<file path="config.mk">
export PLATFORM = sky130hd
export DESIGN_NAME = mntd_div
export DESIGN_NICKNAME = d
export VERILOG_FILES = /design/src/design/mntd_pkg.sv /design/src/design/mntd_div.sv
export SDC_FILE = /design/constraint.sdc
export NUM_CORES = 1
export LEC_CHECK = 0
export BUFFER_PORTS_ARGS = -buffer_cell sky130_fd_sc_hd__buf_2
export CAP_MARGIN = 5
export CORE_MARGIN = 2
export CORE_UTILIZATION = 30
export CTS_CLUSTER_DIAMETER = 80
export DETAILED_ROUTE_END_ITERATION = 8
export HOLD_SLACK_MARGIN = 0.15
export PLACE_DENSITY_LB_ADDON = 0.3
export SLEW_MARGIN = 20
export SYNTH_ARGS = -nofsm -noshare
export SYNTH_HDL_FRONTEND = slang
export SYNTH_SLANG_ARGS = --single-unit
</file>
<file path="constraint.sdc">
create_clock -name clk_i -period 3.75 [get_ports clk_i]
set_clock_uncertainty 0.15 [all_clocks]
set_input_delay 0.375 -clock clk_i [delete_from_list [all_inputs] [get_ports clk_i]]
set_output_delay 0.375 -clock clk_i [all_outputs]
set_load 0.02 [all_outputs]
</file>
<file path="src/design/mntd_pkg.sv">
// shared constants, types and helpers for the midi note duration tracker
package mntd_pkg;

  // key store
  localparam int unsigned KEY_COUNT = 128;
  localparam int unsigned KEY_W     = $clog2(KEY_COUNT);

  // field and datapath widths
  localparam int unsigned BYTE_W  = 8;
  localparam int unsigned VEL_W   = 7;
  localparam int unsigned TICK_W  = 32;
  localparam int unsigned MPQ_W   = 24;
  localparam int unsigned TPQ_W   = 15;
  localparam int unsigned BPM_W   = 10;
  localparam int unsigned FRAC_W  = 16;
  localparam int unsigned TIME_W  = TICK_W + FRAC_W;
  localparam int unsigned FRAME_W = 32;
  localparam int unsigned NUM_W   = TICK_W + MPQ_W;
  localparam int unsigned MUSEC_W = 20;
  localparam int unsigned DEN_W   = TPQ_W + MUSEC_W;
  localparam int unsigned ENTRY_W = VEL_W + TIME_W;

  // configuration port
  localparam int unsigned CFG_IDX_W  = 2;
  localparam int unsigned CFG_DATA_W = TPQ_W;

  typedef enum logic [CFG_IDX_W-1:0] {
    CFG_TPQ = 2'd0,
    CFG_BPM = 2'd1
  } cfg_idx_e;

  localparam logic [TPQ_W-1:0] TPQ_RESET = 15'd480;
  localparam logic [BPM_W-1:0] BPM_RESET = 10'd120;

  // status and meta codes
  localparam logic [BYTE_W-1:0] CMD_MASK     = 8'hF0;
  localparam logic [BYTE_W-1:0] CMD_NOTE_ON  = 8'h90;
  localparam logic [BYTE_W-1:0] CMD_NOTE_OFF = 8'h80;
  localparam logic [BYTE_W-1:0] STATUS_META  = 8'hFF;
  localparam logic [BYTE_W-1:0] META_TEMPO   = 8'h51;

  // time constants
  localparam logic [MPQ_W-1:0]   SECS_PER_MIN   = 24'd60;
  localparam logic [MUSEC_W-1:0] MICROS_PER_SEC = 20'd1000000;
  localparam logic [VEL_W-1:0]   VEL_MAX        = 7'd127;

  typedef enum logic [3:0] {
    ST_IDLE,
    ST_DECODE,
    ST_MUL_NUM,
    ST_MUL_DEN,
    ST_DIV_START,
    ST_DIV_WAIT,
    ST_WRITE,
    ST_DIFF,
    ST_FRAMES
  } st_e;

  // floor(t * 60 / 2^16), saturated to the frame width
  function automatic logic [FRAME_W-1:0] frames_of(input logic [TIME_W-1:0] t);
    logic [TIME_W+5:0] p;
    logic [TIME_W-FRAC_W+5:0] f;
    p = {t, 6'b0} - {4'b0, t, 2'b0};
    f = p[TIME_W+5:FRAC_W];
    if (|f[TIME_W-FRAC_W+5:FRAME_W]) begin
      frames_of = '1;
    end else begin
      frames_of = f[FRAME_W-1:0];
    end
  endfunction

endpackage

</file>
<file path="src/design/mntd_div.sv">
// restoring divider: floor(num * 2^16 / den), saturated to all ones on overflow, one quotient bit per cycle
module mntd_div (
  input  logic                        clk_i,
  input  logic                        rst_ni,
  input  logic                        start_i,
  input  logic [mntd_pkg::NUM_W-1:0]  num_i,
  input  logic [mntd_pkg::DEN_W-1:0]  den_i,
  output logic                        done_o,
  output logic [mntd_pkg::TIME_W-1:0] quot_o
);
  import mntd_pkg::*;

  localparam int unsigned HI_W  = NUM_W - TICK_W;
  localparam int unsigned STEPS = TICK_W + FRAC_W;
  localparam int unsigned CNT_W = $clog2(STEPS + 1);

  logic               busy_q;
  logic               done_q;
  logic [CNT_W-1:0]   cnt_q;
  logic [DEN_W-1:0]   den_q;
  logic [DEN_W-1:0]   rem_q;
  logic [STEPS-1:0]   bits_q;
  logic [TIME_W-1:0]  quo_q;

  logic [HI_W-1:0]    num_hi;
  logic               ovf;
  logic [DEN_W:0]     trial;
  logic [DEN_W:0]     diff;
  logic               take;

  // quotient reaches 2^48 exactly when the upper numerator part is >= den
  assign num_hi = num_i[NUM_W-1 -: HI_W];
  assign ovf    = DEN_W'(num_hi) >= den_i;
  assign trial  = {rem_q, bits_q[STEPS-1]};
  assign diff   = trial - {1'b0, den_q};
  assign take   = trial >= {1'b0, den_q};

  always_ff @(posedge clk_i or negedge rst_ni) begin
    if (!rst_ni) begin
      busy_q <= 1'b0;
      done_q <= 1'b0;
      cnt_q  <= '0;
    end else begin
      done_q <= 1'b0;
      if (start_i) begin
        busy_q <= !ovf;
        done_q <= ovf;
        cnt_q  <= CNT_W'(STEPS);
      end else if (busy_q) begin
        cnt_q <= cnt_q - 1'b1;
        if (cnt_q == CNT_W'(1)) begin
          busy_q <= 1'b0;
          done_q <= 1'b1;
        end
      end
    end
  end

  always_ff @(posedge clk_i) begin
    if (start_i) begin
      den_q  <= den_i;
      quo_q  <= ovf ? '1 : '0;
      rem_q  <= DEN_W'(num_hi);
      bits_q <= {num_i[TICK_W-1:0], FRAC_W'(0)};
    end else if (busy_q) begin
      rem_q  <= take ? diff[DEN_W-1:0] : trial[DEN_W-1:0];
      quo_q  <= {quo_q[TIME_W-2:0], take};
      bits_q <= {bits_q[STEPS-2:0], 1'b0};
    end
  end

  assign done_o = done_q;
  assign quot_o = quo_q;

endmodule

</file>
==> impl_metrics.env <==
export IMPL_netlist_area_um2=9090
export IMPL_synthFlopType="edfxtp_1"
export IMPL_place_ws_ns=0.180
export IMPL_min_period_ns=3.46
export IMPL_cp_top_family="compound AO/OA/AOI/OAI gates"
export IMPL_syn_to_final_growth_pct=28.6
export IMPL_yosysWarnings=0
export IMPL_final_layout_size_suffix_gt1_share_pct=22.9
export IMPL_fmax_mhz=289
export IMPL_slew_viol_final=0
export IMPL_syn_inst=844
export IMPL_grt_ovfl_total=0
export IMPL_finalHoldViolations=0
export IMPL_die_x_um=178
export IMPL_path_clk_slew_ns=0.07
export IMPL_ys_ff_latch=158
export IMPL_vdd_ir_drop_max_uv=336
export IMPL_initial_core_util_pct=30.6
export IMPL_cts_buffers=17
export IMPL_grt_pass1_vias=7096
export IMPL_dr_pass1_iters=4
export IMPL_r2r_start="bits_q[47]"
export IMPL_setup_violations=0
export IMPL_port_buffers=142
export IMPL_max_cap_violations=0
export IMPL_tns_ns=0
export IMPL_startpoint_type="primary input"
export IMPL_drc_errors=0
export IMPL_hold_ws_ns=0.177
export IMPL_cp_num_buf_inv=4
export IMPL_crit_cells=14
export IMPL_pin_count=143
export IMPL_htreeDepth=4
export IMPL_cp_slowest_stage_delay_ns=0.52
export IMPL_reg2reg_depth=14
export IMPL_drt_iter0_drc=274
export IMPL_worstSetupPathType="primary input to flip-flop"
export IMPL_antenna_left=0
export IMPL_row_count=63
export IMPL_stdcell_area_um2=11700
export IMPL_coreArea_um2=29700
export IMPL_critPathCapture="quot_o[16]"
export IMPL_final_cells=1471
export IMPL_viasPerCell=4.69
export IMPL_dp_cells=1350
export IMPL_regToRegEndpoint="rem_q[23]"
export IMPL_synth_top_area_share_pct=45.9
export IMPL_die_area_um2=31700
export IMPL_synthArstFlopShare_pct=5.06
export IMPL_crit_slowest_cell="dlygate4sd3_1"
export IMPL_wl_mm=22.4
export IMPL_power_density_nw_per_um2=401
export IMPL_nets=1224
export IMPL_post_route_period_util_pct=92.2
export IMPL_grtUsageTotal_pct=14.6
export IMPL_dp_hpwl_mm=15.6
export IMPL_hold_path_class="primary input to async pin"
export IMPL_synth_edf_count=139
export IMPL_antenna_cells=0
export IMPL_clk_latency_ns=0.44
export IMPL_antenna_found_initial=0
export IMPL_clockBufferDepth=2
export IMPL_status="finished, final reports clean"
export IMPL_synthTopCellsByArea="edfxtp_1, ha_1, mux2_2"
export IMPL_yosysUniqueCellTypes=66
export IMPL_required_ns=3.75
export IMPL_relSlewSlack_pct=46.1
export IMPL_worst_path_most_repeated_cell="a21o_1"
export IMPL_cts_tree="done"
export IMPL_cts_root_buffer="clkbuf_16"
export IMPL_rsz0062_at_grt="no"
export IMPL_grt_pass1_wl_mm=36.6
export IMPL_power_leakage_nw=5.13
export IMPL_synth_area_per_cell_um2=10.8
export IMPL_synth_seq_area_share_pct=50.5
export IMPL_grt_max_degree=90
export IMPL_syn_nets=1000
export IMPL_crit_path_max_fanout=47
export IMPL_placed_cell_area_um2=10300
export IMPL_cp_arrival_ns=3.46
export IMPL_crit_path_end_kind="flip-flop"
export IMPL_crit_chain="dlygate4sd3_1, buf_2, inv_1, ha_1, a21o_1, a21o_1, a21o_1, a211o_1, a21oi_1, o21ai_0, o2111ai_1, a21o_1, buf_12, o21ai_0"
export IMPL_avgRoutedWirePerCell_um=15.2
export IMPL_synth_top_cell_by_area="edfxtp_1"
export IMPL_gp_congestion=0.768
export IMPL_startpoint="den_i[4]"
export IMPL_num_vias=6900
export IMPL_reg2reg_slack_ns=0.42
export IMPL_worst_pin_slew_ns=0.801
export IMPL_fp_dieH_um=178
export IMPL_cts_sinks=158
export IMPL_setup_ws_ns=0.291
[cells in the mapped netlist (13+ instances only)]
cell type  instances
a21o_1            21
a21oi_1           46
clkbuf_1          22
edfxtp_1         139
ha_1              61
inv_1            120
mux2_2            45
nand2_1           41
nand3_1           13
nor2_1            41
o21ai_0           78
xnor2_1           20
[flip-flops by register name (all words and copies together) (netlist names)]
register	cells
bits_q	32
busy_q	1
cnt_q	6
den_q	35
done_o	1
quot_o	48
rem_q	35
[layer usage]
layer	wire [um]	up-vias	track usage (%)
met1	10300	3269	18.4
met2	10900	119	25.0
met3	955	20	3.64
met5	0	-	0
li1	-	3492	-
met4	300	0	4.10
[cell usage in the layout (no fill, tap or decap), drive strengths merged, types with 6 or more instances in the layout]
master,n
dfrtp,8
nand3,13
ha,61
nand4,6
a21o,21
o31ai,10
mux2,45
inv,128
edfxtp,139
buf,153
nand2,41
o21ai,86
clkbuf,17
and3,10
nand2b,10
a211oi,16
dlygate4sd3,87
xnor2,20
a31oi,6
nor4,6
xor2,11
dfxtp,11
o21a,8
nor3,8
nor2,41
a21oi,49
[final cells by class]
cell class	instances	area (um^2)
Sequential cell	158	4590
Fill cell	2920	18000
Clock buffer	17	425
Timing Repair Buffer	240	1720
Tap cell	390	488
Inverter	120	450
Multi-Input combinational cell	531	3890
Clock inverter	15	125
[cells by family (layout without fill, tap and decap cells)]
kind of cell    Yosys count  count (layout)  synth area share (%)
compound gates          231             231                  16.5
xor+xnor                 31              31                  2.99
fa+ha+maj                62              62                  8.62
buf+inv                 155             392                  6.73
flops                   158             158                  50.5
mux                      50              50                  6.12
simple gates            157             157                  8.46
[timing repair]
| item | 4_1_cts | 5_1_grt |
|---|---|---|
| gates resized for setup | 0 | 0 |
| setup endpoints to repair | 0 | 22 |
| hold buffers | 87 | 0 |
| buffers inserted | 0 | 2 |
| endpoints found under the hold margin | 94 | 0 |
[metrics by stage]
stage / power (mW) / utilization [%]
after floorplan: 2.74 / -
after global placement: 2.98 / 34.5
after detailed placement: 2.98 / 34.5
after CTS: 4.72 / 39.3
after global routing: 4.92 / 39.3
final: 4.69 / 39.3
[how the worst min path moves through the flow]
stage                          from        to  slack [ns]  depth (start not counted)
final                        rst_ni  cnt_q[0]        0.18                          2
after detailed placement     rst_ni  cnt_q[0]        0.08                          1
after global routing      num_i[33]  rem_q[1]        0.16                          2
after global placement       rst_ni  cnt_q[0]        0.08                          1
after floorplan              rst_ni    busy_q       -0.07                          0
after CTS                 num_i[33]  rem_q[1]        0.15                          2
[report_power, final]
part           leakage (nW)  total, mW  switching (mW)  internal, mW
Combinational          3.16      0.933           0.488         0.445
Clock                 0.261       1.66           0.797         0.867
Sequential             1.71       2.09          0.0543          2.04
Total                  5.13       4.69            1.34          3.35
(Power assumes the default switching activity.)
